### src/rtl/smcu_pkg.sv
// Shared widths, microcode word layout and the control program of the mean/covariance unit.
package smcu_pkg;

	localparam int SAMPLE_BITS = 16;
	localparam int MAX_COUNT   = 4096;
	localparam int COUNT_BITS  = $clog2(MAX_COUNT + 1);
	localparam int SUM_BITS    = SAMPLE_BITS + COUNT_BITS;
	localparam int PROD_BITS   = 2 * SAMPLE_BITS + COUNT_BITS;
	localparam int COV_BITS    = 32;
	localparam int MEAN_BITS   = 16;

	// Shared multiplier operands are signed and one bit wider than a sum.
	localparam int MUL_BITS    = SUM_BITS + 1;
	localparam int LO_BITS     = MUL_BITS - 1;
	localparam int ACC_BITS    = 64;

	// Magnitude of n*Sxy - Sx*Sy and width of the n*n divisor.
	localparam int MAG_BITS    = 2 * SUM_BITS - 2;
	localparam int DEN_BITS    = 2 * COUNT_BITS;
	localparam int ITER_BITS   = $clog2(MAG_BITS + 1);

	localparam int STEP_BITS   = 4;
	typedef logic [STEP_BITS-1:0] step_t;

	localparam step_t ST_IDLE = step_t'(0);
	localparam step_t ST_NN   = step_t'(1);
	localparam step_t ST_NLO  = step_t'(2);
	localparam step_t ST_NHI  = step_t'(3);
	localparam step_t ST_SXSY = step_t'(4);
	localparam step_t ST_SUB  = step_t'(5);
	localparam step_t ST_DCOV = step_t'(6);
	localparam step_t ST_WCOV = step_t'(7);
	localparam step_t ST_DMX  = step_t'(8);
	localparam step_t ST_WMX  = step_t'(9);
	localparam step_t ST_DMY  = step_t'(10);
	localparam step_t ST_WMY  = step_t'(11);
	localparam step_t ST_SMY  = step_t'(12);
	localparam step_t ST_EMIT = step_t'(13);

	typedef enum logic [2:0] {
		MUL_NONE,
		MUL_NN,
		MUL_NLO,
		MUL_NHI,
		MUL_SXSY
	} mul_sel_t;

	typedef enum logic [2:0] {
		ACC_HOLD,
		ACC_CLR,
		ACC_ADD,
		ACC_ADD_SH,
		ACC_SUB
	} acc_op_t;

	typedef enum logic [1:0] {
		DIV_NONE,
		DIV_COV,
		DIV_MX,
		DIV_MY
	} div_src_t;

	typedef enum logic [1:0] {
		COND_NONE,
		COND_CLOSE,
		COND_DIV_BUSY,
		COND_OUT_FULL
	} cond_t;

	typedef struct packed {
		logic     take;
		mul_sel_t mul_sel;
		acc_op_t  acc_op;
		logic     den_load;
		div_src_t div_start;
		div_src_t div_store;
		logic     emit;
		cond_t    cond;
		step_t    next;
	} uword_t;

	localparam uword_t UW_NOP = '{
		take:      1'b0,
		mul_sel:   MUL_NONE,
		acc_op:    ACC_HOLD,
		den_load:  1'b0,
		div_start: DIV_NONE,
		div_store: DIV_NONE,
		emit:      1'b0,
		cond:      COND_NONE,
		next:      ST_IDLE
	};

	// Control store. The accumulator ends up holding n*Sxy - Sx*Sy, with n*Sxy
	// built from a low and a high partial product of Sxy.
	function automatic uword_t ucode(input step_t step);
		uword_t w;
		w = UW_NOP;
		case (step)
			ST_IDLE: begin
				w.take = 1'b1;
				w.cond = COND_CLOSE;
				w.next = ST_NN;
			end
			ST_NN: begin
				w.mul_sel = MUL_NN;
				w.acc_op  = ACC_CLR;
				w.next    = ST_NLO;
			end
			ST_NLO: begin
				w.mul_sel  = MUL_NLO;
				w.den_load = 1'b1;
				w.next     = ST_NHI;
			end
			ST_NHI: begin
				w.mul_sel = MUL_NHI;
				w.acc_op  = ACC_ADD;
				w.next    = ST_SXSY;
			end
			ST_SXSY: begin
				w.mul_sel = MUL_SXSY;
				w.acc_op  = ACC_ADD_SH;
				w.next    = ST_SUB;
			end
			ST_SUB: begin
				w.acc_op = ACC_SUB;
				w.next   = ST_DCOV;
			end
			ST_DCOV: begin
				w.div_start = DIV_COV;
				w.next      = ST_WCOV;
			end
			ST_WCOV: begin
				w.cond = COND_DIV_BUSY;
				w.next = ST_DMX;
			end
			ST_DMX: begin
				w.div_store = DIV_COV;
				w.div_start = DIV_MX;
				w.next      = ST_WMX;
			end
			ST_WMX: begin
				w.cond = COND_DIV_BUSY;
				w.next = ST_DMY;
			end
			ST_DMY: begin
				w.div_store = DIV_MX;
				w.div_start = DIV_MY;
				w.next      = ST_WMY;
			end
			ST_WMY: begin
				w.cond = COND_DIV_BUSY;
				w.next = ST_SMY;
			end
			ST_SMY: begin
				w.div_store = DIV_MY;
				w.next      = ST_EMIT;
			end
			ST_EMIT: begin
				w.emit = 1'b1;
				w.cond = COND_OUT_FULL;
				w.next = ST_IDLE;
			end
			default: begin
				w.next = ST_IDLE;
			end
		endcase
		return w;
	endfunction

endpackage

### src/rtl/streaming_mean_covariance_unit.sv
// Top level of the streaming mean and covariance unit with its microcoded sequencer.
//
// Usage: samples arrive on the input channel (in_valid/in_ready) one pair per item.
// An item with has_sample set adds its pair to the running count and sums; an item
// with last_sample set closes the run and produces one result on the output
// channel (out_valid/out_ready). While a run is being accumulated the block takes
// one item every cycle. The closing item starts a short control program that forms
// n*Sxy - Sx*Sy with a shared 30x30 multiplier and then runs three divisions on a
// bit-serial divider (covariance, mean of x, mean of y). in_ready stays low from
// the acceptance of the closing item until the result has been written. The result
// then waits in an output register, so the next run can be accumulated while the
// receiver stalls; only the writing of that next run's result waits until the
// output register has been emptied. Pairs beyond 4096 per run are dropped and
// flagged. The variance_mode register is written over the cfg channel, which is
// always ready. Reset clears the run, the mode and all valid flags; in_ready is
// already high when reset is released, so the first item can be taken right away.
module streaming_mean_covariance_unit (
	input  logic                                clk,
	input  logic                                arst_n,
	input  logic                                cfg_valid,
	output logic                                cfg_ready,
	input  logic                                cfg_data,
	input  logic                                in_valid,
	output logic                                in_ready,
	input  logic signed [smcu_pkg::SAMPLE_BITS-1:0] x_sample,
	input  logic signed [smcu_pkg::SAMPLE_BITS-1:0] y_sample,
	input  logic                                has_sample,
	input  logic                                last_sample,
	output logic                                out_valid,
	input  logic                                out_ready,
	output logic signed [smcu_pkg::COV_BITS-1:0]  covariance,
	output logic signed [smcu_pkg::MEAN_BITS-1:0] mean_x,
	output logic signed [smcu_pkg::MEAN_BITS-1:0] mean_y,
	output logic [smcu_pkg::COUNT_BITS-1:0]       sample_count,
	output logic                                overflow
);

	// Sequencer state and the current control word.
	smcu_pkg::step_t  step_q;
	smcu_pkg::step_t  step_d;
	smcu_pkg::uword_t uw;

	logic variance_mode_q;

	// Run accumulators.
	logic [smcu_pkg::COUNT_BITS-1:0]        count_q;
	logic signed [smcu_pkg::SUM_BITS-1:0]   sum_x_q;
	logic signed [smcu_pkg::SUM_BITS-1:0]   sum_y_q;
	logic signed [smcu_pkg::PROD_BITS-1:0]  sum_prod_q;
	logic                                   dropped_q;

	// The per-pair product is registered before it is added to the running sum.
	logic signed [2*smcu_pkg::SAMPLE_BITS-1:0] prod_s1;
	logic                                      prod_vld_s1;

	// Close-of-run datapath.
	logic signed [smcu_pkg::MUL_BITS-1:0]   mul_a;
	logic signed [smcu_pkg::MUL_BITS-1:0]   mul_b;
	logic signed [smcu_pkg::MUL_BITS-1:0]   mul_n;
	logic signed [2*smcu_pkg::MUL_BITS-1:0] mul_p_q;
	logic signed [smcu_pkg::ACC_BITS-1:0]   mul_p_ext;
	logic signed [smcu_pkg::ACC_BITS-1:0]   acc_q;
	logic [smcu_pkg::DEN_BITS-1:0]          den_q;

	logic signed [smcu_pkg::ACC_BITS-1:0] div_src;
	logic [smcu_pkg::ACC_BITS-1:0]        div_abs;
	logic [smcu_pkg::DEN_BITS-1:0]        div_den;
	logic                                 div_start;
	logic                                 div_busy;
	logic                                 div_neg_q;
	logic [smcu_pkg::MAG_BITS-1:0]        div_quo;
	logic [smcu_pkg::MAG_BITS-1:0]        div_val;

	logic [smcu_pkg::COV_BITS-1:0]  cov_q;
	logic [smcu_pkg::MEAN_BITS-1:0] mx_q;
	logic [smcu_pkg::MEAN_BITS-1:0] my_q;

	logic out_valid_q;
	logic in_fire;
	logic close_fire;
	logic out_free;
	logic emit;
	logic room;
	logic signed [smcu_pkg::SAMPLE_BITS-1:0] y_eff;

	assign uw = smcu_pkg::ucode(step_q);

	assign cfg_ready  = 1'b1;
	assign in_ready   = uw.take;
	assign in_fire    = in_valid & in_ready;
	assign close_fire = in_fire & last_sample;
	assign out_free   = !out_valid_q || out_ready;
	assign emit       = uw.emit && out_free;
	assign out_valid  = out_valid_q;

	// In variance mode the x sample stands in for y, so mean_y equals mean_x.
	assign y_eff = variance_mode_q ? x_sample : y_sample;
	assign room  = (count_q < smcu_pkg::COUNT_BITS'(smcu_pkg::MAX_COUNT));

	// Step sequencing: the condition field either advances or holds the step.
	always_comb begin
		case (uw.cond)
			smcu_pkg::COND_NONE:     step_d = uw.next;
			smcu_pkg::COND_CLOSE:    step_d = close_fire ? uw.next : step_q;
			smcu_pkg::COND_DIV_BUSY: step_d = div_busy ? step_q : uw.next;
			smcu_pkg::COND_OUT_FULL: step_d = out_free ? uw.next : step_q;
			default:                 step_d = smcu_pkg::ST_IDLE;
		endcase
	end

	always_ff @(posedge clk or negedge arst_n) begin
		if (!arst_n) begin
			step_q <= smcu_pkg::ST_IDLE;
		end else begin
			step_q <= step_d;
		end
	end

	always_ff @(posedge clk or negedge arst_n) begin
		if (!arst_n) begin
			variance_mode_q <= 1'b0;
		end else if (cfg_valid && cfg_ready) begin
			variance_mode_q <= cfg_data;
		end
	end

	// Accumulation. A full run keeps its sums and only raises the dropped flag.
	// The product of the closing pair lands in the sum during the first program step.
	always_ff @(posedge clk or negedge arst_n) begin
		if (!arst_n) begin
			count_q     <= '0;
			sum_x_q     <= '0;
			sum_y_q     <= '0;
			sum_prod_q  <= '0;
			dropped_q   <= 1'b0;
			prod_vld_s1 <= 1'b0;
		end else begin
			prod_vld_s1 <= 1'b0;
			if (emit) begin
				count_q    <= '0;
				sum_x_q    <= '0;
				sum_y_q    <= '0;
				sum_prod_q <= '0;
				dropped_q  <= 1'b0;
			end else begin
				if (in_fire && has_sample) begin
					if (room) begin
						count_q     <= count_q + 1'b1;
						sum_x_q     <= sum_x_q + smcu_pkg::SUM_BITS'(x_sample);
						sum_y_q     <= sum_y_q + smcu_pkg::SUM_BITS'(y_eff);
						prod_vld_s1 <= 1'b1;
					end else begin
						dropped_q <= 1'b1;
					end
				end
				if (prod_vld_s1) begin
					sum_prod_q <= sum_prod_q + smcu_pkg::PROD_BITS'(prod_s1);
				end
			end
		end
	end

	always_ff @(posedge clk) begin
		if (in_fire) begin
			prod_s1 <= (2*smcu_pkg::SAMPLE_BITS)'(x_sample)
				* (2*smcu_pkg::SAMPLE_BITS)'(y_eff);
		end
	end

	// Shared multiplier operand selection. Sxy is split into an unsigned low part
	// and a signed high part so that n*Sxy fits two passes of the multiplier.
	assign mul_n = signed'({{(smcu_pkg::MUL_BITS-smcu_pkg::COUNT_BITS){1'b0}}, count_q});

	always_comb begin
		case (uw.mul_sel)
			smcu_pkg::MUL_NN: begin
				mul_a = mul_n;
				mul_b = mul_n;
			end
			smcu_pkg::MUL_NLO: begin
				mul_a = mul_n;
				mul_b = signed'({1'b0, sum_prod_q[smcu_pkg::LO_BITS-1:0]});
			end
			smcu_pkg::MUL_NHI: begin
				mul_a = mul_n;
				mul_b = smcu_pkg::MUL_BITS'(
					signed'(sum_prod_q[smcu_pkg::PROD_BITS-1:smcu_pkg::LO_BITS]));
			end
			smcu_pkg::MUL_SXSY: begin
				mul_a = smcu_pkg::MUL_BITS'(sum_x_q);
				mul_b = smcu_pkg::MUL_BITS'(sum_y_q);
			end
			default: begin
				mul_a = '0;
				mul_b = '0;
			end
		endcase
	end

	always_ff @(posedge clk) begin
		if (uw.mul_sel != smcu_pkg::MUL_NONE) begin
			mul_p_q <= mul_a * mul_b;
		end
		if (uw.den_load) begin
			den_q <= mul_p_q[smcu_pkg::DEN_BITS-1:0];
		end
	end

	assign mul_p_ext = smcu_pkg::ACC_BITS'(mul_p_q);

	always_ff @(posedge clk) begin
		case (uw.acc_op)
			smcu_pkg::ACC_CLR:    acc_q <= '0;
			smcu_pkg::ACC_ADD:    acc_q <= acc_q + mul_p_ext;
			smcu_pkg::ACC_ADD_SH: acc_q <= acc_q + (mul_p_ext <<< smcu_pkg::LO_BITS);
			smcu_pkg::ACC_SUB:    acc_q <= acc_q - mul_p_ext;
			default:              acc_q <= acc_q;
		endcase
	end

	// Signed division truncated toward zero: divide magnitudes, restore the sign.
	always_comb begin
		case (uw.div_start)
			smcu_pkg::DIV_COV: begin
				div_src = acc_q;
				div_den = den_q;
			end
			smcu_pkg::DIV_MX: begin
				div_src = smcu_pkg::ACC_BITS'(sum_x_q);
				div_den = smcu_pkg::DEN_BITS'(count_q);
			end
			smcu_pkg::DIV_MY: begin
				div_src = smcu_pkg::ACC_BITS'(sum_y_q);
				div_den = smcu_pkg::DEN_BITS'(count_q);
			end
			default: begin
				div_src = acc_q;
				div_den = den_q;
			end
		endcase
	end

	assign div_abs   = div_src[smcu_pkg::ACC_BITS-1] ? unsigned'(-div_src) : unsigned'(div_src);
	assign div_start = (uw.div_start != smcu_pkg::DIV_NONE);
	assign div_val   = div_neg_q ? (~div_quo + 1'b1) : div_quo;

	smcu_divider u_div (
		.clk      (clk),
		.arst_n   (arst_n),
		.start    (div_start),
		.num      (div_abs[smcu_pkg::MAG_BITS-1:0]),
		.den      (div_den),
		.busy     (div_busy),
		.quotient (div_quo)
	);

	always_ff @(posedge clk) begin
		if (div_start) begin
			div_neg_q <= div_src[smcu_pkg::ACC_BITS-1];
		end
		case (uw.div_store)
			smcu_pkg::DIV_COV: cov_q <= div_val[smcu_pkg::COV_BITS-1:0];
			smcu_pkg::DIV_MX:  mx_q  <= div_val[smcu_pkg::MEAN_BITS-1:0];
			smcu_pkg::DIV_MY:  my_q  <= div_val[smcu_pkg::MEAN_BITS-1:0];
			default: begin
			end
		endcase
	end

	// Output register. An empty run reports zeros, whatever the divider left.
	always_ff @(posedge clk or negedge arst_n) begin
		if (!arst_n) begin
			out_valid_q <= 1'b0;
		end else if (emit) begin
			out_valid_q <= 1'b1;
		end else if (out_ready) begin
			out_valid_q <= 1'b0;
		end
	end

	always_ff @(posedge clk) begin
		if (emit) begin
			if (count_q == '0) begin
				covariance <= '0;
				mean_x     <= '0;
				mean_y     <= '0;
			end else begin
				covariance <= signed'(cov_q);
				mean_x     <= signed'(mx_q);
				mean_y     <= signed'(my_q);
			end
			sample_count <= count_q;
			overflow     <= dropped_q;
		end
	end

	// The divider only runs while the program waits on it.
	assert property (@(posedge clk) disable iff (!arst_n)
		div_busy |-> (uw.cond == smcu_pkg::COND_DIV_BUSY))
		else $error("divider busy outside a wait step");

	// The pair count never passes the run limit.
	assert property (@(posedge clk) disable iff (!arst_n)
		count_q <= smcu_pkg::COUNT_BITS'(smcu_pkg::MAX_COUNT))
		else $error("pair count beyond limit");

	// A pending product is folded in before the program reads Sxy.
	assert property (@(posedge clk) disable iff (!arst_n)
		prod_vld_s1 |-> (step_q == smcu_pkg::ST_IDLE || step_q == smcu_pkg::ST_NN))
		else $error("product still pending when Sxy is used");

	// A result written to the output register is offered next cycle.
	assert property (@(posedge clk) disable iff (!arst_n)
		emit |=> out_valid_q)
		else $error("result lost at output register");

endmodule

### src/rtl/smcu_divider.sv
// Restoring unsigned divider that produces one quotient bit per cycle.
module smcu_divider (
	input  logic                          clk,
	input  logic                          arst_n,
	input  logic                          start,
	input  logic [smcu_pkg::MAG_BITS-1:0] num,
	input  logic [smcu_pkg::DEN_BITS-1:0] den,
	output logic                          busy,
	output logic [smcu_pkg::MAG_BITS-1:0] quotient
);

	logic [smcu_pkg::MAG_BITS-1:0]  quo_q;
	logic [smcu_pkg::DEN_BITS-1:0]  rem_q;
	logic [smcu_pkg::DEN_BITS-1:0]  den_q;
	logic [smcu_pkg::ITER_BITS-1:0] cnt_q;
	logic [smcu_pkg::DEN_BITS:0]    trial;
	logic                           fits;

	// The numerator shifts out of the top of quo_q while quotient bits enter below.
	assign trial    = {rem_q, quo_q[smcu_pkg::MAG_BITS-1]};
	assign fits     = (trial >= {1'b0, den_q});
	assign busy     = (cnt_q != '0);
	assign quotient = quo_q;

	always_ff @(posedge clk or negedge arst_n) begin
		if (!arst_n) begin
			cnt_q <= '0;
		end else if (start) begin
			cnt_q <= smcu_pkg::ITER_BITS'(smcu_pkg::MAG_BITS);
		end else if (busy) begin
			cnt_q <= cnt_q - 1'b1;
		end
	end

	always_ff @(posedge clk) begin
		if (start) begin
			quo_q <= num;
			rem_q <= '0;
			den_q <= den;
		end else if (busy) begin
			if (fits) begin
				rem_q <= smcu_pkg::DEN_BITS'(trial - {1'b0, den_q});
			end else begin
				rem_q <= trial[smcu_pkg::DEN_BITS-1:0];
			end
			quo_q <= {quo_q[smcu_pkg::MAG_BITS-2:0], fits};
		end
	end

endmodule
### config.mk
export PLATFORM = sky130hd
export DESIGN_NAME = streaming_mean_covariance_unit
export DESIGN_NICKNAME = d
export VERILOG_FILES = /design/src/rtl/smcu_pkg.sv /design/src/rtl/streaming_mean_covariance_unit.sv /design/src/rtl/smcu_divider.sv
export SDC_FILE = /design/constraint.sdc
export NUM_CORES = 2
export LEC_CHECK = 0
export BUFFER_PORTS_ARGS = -buffer_cell sky130_fd_sc_hd__buf_2
export CORE_ASPECT_RATIO = 1.25
export CORE_MARGIN = 3
export CORE_UTILIZATION = 65
export DETAILED_ROUTE_END_ITERATION = 6
export PLACE_DENSITY = 0.82
export SYNTH_ARGS = -nofsm -noshare
export SYNTH_HDL_FRONTEND = slang
export SYNTH_SLANG_ARGS = --single-unit
export TNS_END_PERCENT = 30
### constraint.sdc
create_clock -name clk -period 21.5 [get_ports clk]
set_input_delay 6.45 -clock clk [delete_from_list [all_inputs] [get_ports clk]]
set_output_delay 6.45 -clock clk [all_outputs]
set_load 0.01 [all_outputs]
### Word-level counts from Yosys, hierarchy flattened

Cells that the tools add are included.

| word-level totals | value |
|---|---|
| bits in registers | 563 |
| output and inout bits | 81 |
| bits of input ports | 40 |
| logic and storage cells | 145 |

| cells by class | value |
|---|---|
| $add $sub $neg | 11 |
| reductions and logical operators | 22 |
| bitwise logic cells | 3 |
| multiply operators | 2 |
| magnitude comparators | 2 |
| equality and inequality tests | 33 |
| multiplexer cells | 45 |

Operators with widths:

| kind | number |
|---|---|
| case mux 64 bit (4 select lines) | 1 |
| 2-to-1 mux 29 bit | 6 |
| 2-to-1 mux 56 bit | 3 |
| case mux 64 bit (2 select lines) | 1 |
| case mux 30 bit (4 select lines) | 1 |
| 2-to-1 mux 45 bit | 2 |
| adder 64 x 60 -> 64 bit | 1 |
| adder 64 bit | 1 |
| subtractor 64 x 60 -> 64 bit | 1 |
| multiplier 30 x 30 -> 60 bit | 1 |
| case mux 30 bit (2 select lines) | 1 |
| adder 29 x 16 -> 29 bit | 2 |
| negation 56 bit | 1 |
| 2-to-1 mux 13 bit | 4 |
| case mux 4 bit (13 select lines) | 1 |
| adder 45 x 32 -> 45 bit | 1 |
| adder 32 x 1 -> 32 bit (second input constant) | 1 |
| multiplier 16 x 16 -> 32 bit | 1 |
| 2-to-1 mux 32 bit | 1 |
| NOT 32 bit | 1 |
| greater-or-equal comparator 27 x 26 -> 1 bit | 1 |
| 2-to-1 mux 26 bit | 1 |
| subtractor 26 bit | 1 |
| == test 4 bit (second input constant) | 6 |
| other kinds (34) | 77 |

### Depth between registers and ports, before layout

| depth | value |
|---|---|
| depth in word-level cells | 7 |
| gate-level depth with buffers | 38 |
| mapped depth without buffers | 33 |

### Modules after synthesis

From an unflattened synthesis, not the netlist that was laid out.

| unflattened totals | value |
|---|---|
| cell total of the unflattened synthesis | 8509 |
| area total of the unflattened synthesis | 78610.4 um2 |

Modules (own cells, without submodules):

| module | area an instance (um2) | cells each | sequential area each (um2) | instances |
|---|---|---|---|---|
| streaming_mean_covariance_unit | 72432.0 | 7954 | 12862.3 | 1 |
| smcu_divider | 6178.4 | 555 | 3133.0 | 1 |

### Worst setup path after synthesis

No wires, ideal clock.

| timing path | value |
|---|---|
| path kind | input port to flip-flop |
| start point | input x_sample[1] (netlist bit) |
| end point | register prod_s1[30] (netlist bit), data pin |
| buffers on the path | 1 |
| stages on the path | 25 |
| setup slack | 8639 ps |
| arrival time | 12603 ps |
| path through | mux2i_1 inv_1 clkbuf_1 nand2_1 inv_1 fa_1 fa_1 inv_1 fa_1 fa_1 fa_1 inv_1 fa_1 ha_1 a21o_1 a21o_1 a21o_1 a221o_1 and3_1 a221o_1 o41a_1 a21oi_1 o21ai_0 a21oi_1 xnor2_1 |

| between the ends | value |
|---|---|
| longest elaborated chain between the ends | 2 |

RTL lines:

| element | line | text |
|---|---|---|
| start: declaration | streaming_mean_covariance_unit.sv:25 | `input logic signed [smcu_pkg::SAMPLE_BITS-1:0] x_sample,` |
| 2-to-1 mux 16 bit | streaming_mean_covariance_unit.sv:97 | `assign y_eff = variance_mode_q ? x_sample : y_sample;` |
| multiplier 16 x 16 -> 32 bit (*) | streaming_mean_covariance_unit.sv:166 | `* (2*smcu_pkg::SAMPLE_BITS)'(y_eff);` |
| end signal: assignment | streaming_mean_covariance_unit.sv:165 | `prod_s1 <= (2*smcu_pkg::SAMPLE_BITS)'(x_sample)` |
| end: declaration | streaming_mean_covariance_unit.sv:53 | `logic signed [2*smcu_pkg::SAMPLE_BITS-1:0] prod_s1;` |

Every way passes the cells marked *; elsewhere a longest branch is shown, timed or not.
A chain may end at the register's enable or synchronous reset.

### Final worst setup path

| timing path | value |
|---|---|
| start point | input x_sample[15] (netlist bit) |
| end point | register prod_s1[30] (netlist bit), data pin |

The elaborated chain is that of the path after synthesis.

==> reports/qor.csv <==
metric,value,unit
core,117000,um^2
worstMarginPinSlew,1260,ps
final_cell_area,81400,um^2
dr.pass1.iters,7,
wirelength,238000,um
areaGrowthSynthToFinish,5.75,%
ys_ff_latch,563,
cts.clk_slew.worst_paths,70,ps
setup_tns,0,ps
skew,54.4,ps
synth.area.mux_share,0.915,%
drt-vias-per-instance,6.25,
failed_checks,DRC,
clockPowerShare,8.2,%
synth_top_family_by_area,adder cells,
status,"complete, but fails checks",
end_kind,flop,
grt-ovfl-total,0,
grt_antenna_before_repair,14,
ir_worst_vdd,0.665,mV
p_comb_share,73.0,%
worstSetupPathType,primary input to flop,
reg2reg_to,mul_p_q[59],
setup_violations,0,
cp.arrival,13700,ps
wl_per_cell,24.0,um
yosys.area_share.xor_xnor,4.72,%
cts_setup_buffers,0,
cts_buffers,59,
cts_max_level,2,
grt_pass1_vias,64500,
drcViolationCount,17,
rrSetupSlack,8690,ps
syn_nets,10100,
dr.first_iter.drc_count,5936,
pwr-share-seq,18.8,%
hold_viol_final,0,
hpwl,186000,um
p_int,0.00660,W
cts_tree,built,
rsz0062_at_grt,false,
postSynth.asyncResetShare,23.1,%
synth_compound_area_share,11.2,%
port_buffers,119,
p_switching,0.00707,W
placed_cell_area,79300,um^2
postCtsHoldBufs,0,
start_kind,primary input,
period_minus_slack,13250,ps
critPathLaunch,x_sample[15],
required,21940,ps
synth_area,77000,um^2
power.density,168,nW/um^2
syn_inst,8321,
synth_ff_type,edfxtp_1,
seq_area_frac_synth,20.8,%
initial_core_util,65.8,%
clock_latency,710,ps
ys_types,95,
clock_sinks,563,
fin_crit_sh,61.6,%
cp_max_fo,35,
place.gp.congestion,1.03,
io_pins,121,
grt_max_degree,115,
die-area,123000,um^2
syn_area_per_cell,9.26,um^2
fillers,8931,
drv_cap,0,
synth-edff-count,407,
cts_max_path_buffers,3,
die_w,314,um
grt_use_total,39.6,%
die_y,391,um
yosysWarningCount,0,
hp-class,flop to flop,
drive_above_1_share,5.54,%
relSlewSlack,16.0,%
drv_slew,0,
layout.nets,10000,
synthAdderAreaFrac,39.2,%
r2r_cells,32,
vias,61900,
r2r-start,step_q[2],
cts_resized,0,
ant_nets,0,
grt_pass1_wl,369000,um
power.leakage,38.7,nW
synth-simple-area-share,14.5,%
fp-row-count,140,
cp-endpoint,prod_s1[30],
max_freq,75.5,MHz
clockRootBuffer,clkbuf_16,
power.share.switching,51.7,%
-- cell families (layout without fill, tap and decap cells) --
logic type / Yosys count / after routing
buffers and inverters: 1762 / 1766
DFF: 563 / 563
xor gates and xnor gates: 415 / 415
muxes: 68 / 68
AOI/OAI and AO/OA: 1331 / 1331
adders and majority gates: 1690 / 1690
other: 1 / 20
and+or+nand+nor: 2491 / 2491
-- synthesized netlist by cell type (10+ instances only) --
master    number  area [um^2]
nor2_1       647         2430
o21ai_0      302         1510
nand2b_1      59          369
xor2_1       169         1480
o311ai_0      10         87.6
nand3_1      135          676
o21bai_1      45          338
clkbuf_1     328         1230
nor3_1        83          415
dfrtp_1      130         3250
o22ai_1       46          288
a22oi_1       48          360
o41ai_1       18          158
o21a_1        50          375
or3_1         54          338
buf_1         25         93.8
a211o_1       16          140
inv_1       1394         5230
edfxtp_1     407        12200
xnor2_1      246         2150
a21o_1       148         1110
mux2i_1       49          490
or4_1         22          165
or2_2         36          225
nand2_1     1059         3980
and3_1        49          307
a22o_1        24          210
fa_1        1206        24100
nor2b_1       44          275
dfxtp_1       26          521
o211ai_1      21          158
nand4_1       45          282
a31oi_1       54          338
a211oi_1      33          248
a221o_1       20          200
a21oi_1      323         1620
a221oi_1      16          140
nor4_1        26          163
mux2_2        19          214
a31o_2        15          131
and2_1       186         1160
o31ai_1       56          420
ha_1         484         6060
-- registers in the layout, indices dropped and copies added, names as in the netlist, 29 cells and up --
name and count:
sum_y_q 29, sum_prod_q 45, prod_s1 32, u_div.quotient 56, acc_q 64, cov_q 32, covariance 32, sum_x_q 29
mul_p_q 60
-- routing by layer --
layer / wire length [um] / global-route usage, % / up-vias
met5: 125 / 0.279 / -
met4: 21700 / 28.5 / 6
met3: 23800 / 9.44 / 1147
met2: 110000 / 64.3 / 3416
met1: 81700 / 46.3 / 30500
li1: - / - / 26800
-- area by class of cell --
class / count / area [um^2] / area share, %
clock inverter: 36 / 510 / 0.627
sequential: 563 / 16000 / 19.6
tap: 1562 / 1950 / 2.40
clock buffer: 76 / 1590 / 1.95
inverter: 1395 / 5240 / 6.43
multi-input combinational: 5996 / 54500 / 66.9
antenna: 19 / 47.5 / 0.0584
timing repair buffer: 259 / 1650 / 2.03
-- power by group through the flow --
stage | combinational [W] | sequential [W] | clock (W)
after global routing | 0.0111 | 0.00258 | 0.00117
after global placement | 0.00948 | 0.00255 | 0
after detailed placement | 0.00974 | 0.00256 | 0
final | 0.00998 | 0.00257 | 0.00112
after floorplan | 0.00730 | 0.00225 | 0
after CTS | 0.00987 | 0.00254 | 0.00113
-- metrics by stage --
| step | util, % | total power, W | cells | hold slack (ps) | setup WS, ps |
|---|---|---|---|---|---|
| floorplan | - | 0.00955 | 8321 | 423 | 8640 |
| global placement | 67.8 | 0.0120 | 9775 | 433 | 7690 |
| detailed placement | 67.8 | 0.0123 | 9775 | 438 | 7650 |
| CTS | 69.6 | 0.0135 | 9887 | 456 | 8350 |
| global route | 69.6 | 0.0148 | 9893 | 468 | 7840 |
| finish | 69.6 | 0.0137 | 9906 | 455 | 8250 |
-- how the worst min path moves through the flow --
stage | end | depth (start not counted) | startpoint | slack (ps)
global route | overflow | 0 | dropped_q | 470
global placement | overflow | 0 | dropped_q | 430
finish | overflow | 0 | dropped_q | 460
CTS | overflow | 0 | dropped_q | 460
floorplan | sample_count[11] | 0 | count_q[11] | 420
detailed placement | overflow | 0 | dropped_q | 440
-- placed cells by master (no fill, tap or decap), types with 19 or more instances in the layout --
cell and instances:
nand2b_1 58, edfxtp_1 407, nand3_1 135, mux2_2 19, o22ai_1 46, nand2_1 1059
o21a_1 50, or3_1 54, a221o_1 20, or2_2 35, a21oi_1 321, dfxtp_1 26
xor2_1 169, buf_4 140, a22oi_1 48, a211oi_1 33, diode_2 19, nor2b_1 44
buf_2 118, inv_1 1392, o211ai_1 21, and3_1 48, nor3_1 78, xnor2_1 246
nor2_1 644, a22o_1 24, fa_1 1206, and2_1 185, o31ai_1 56, dfrtp_1 129
nand4_1 45, clkbuf_16 59, nor4_1 25, a31oi_1 54, o21bai_1 45, ha_1 484
mux2i_1 49, o21ai_0 301, a21o_1 148, or4_1 22
-- critical path, stage by stage --
cell      delay, ps
buf_2            80
buf_4           390
a21boi_1        130
buf_4           230
inv_1           430
nand2_1         250
fa_1            560
fa_1            430
fa_1            500
fa_1            430
fa_1            490
inv_1            50
fa_1            450
ha_1            360
a21o_1          180
a21o_1          160
a21o_1          170
a221o_1         340
and3_1          200
a221o_1         300
o41a_1          380
a21oi_1         260
o21ai_0         150
a21oi_1         190
xnor2_1          80
Power figures use the tool's default switching activity.
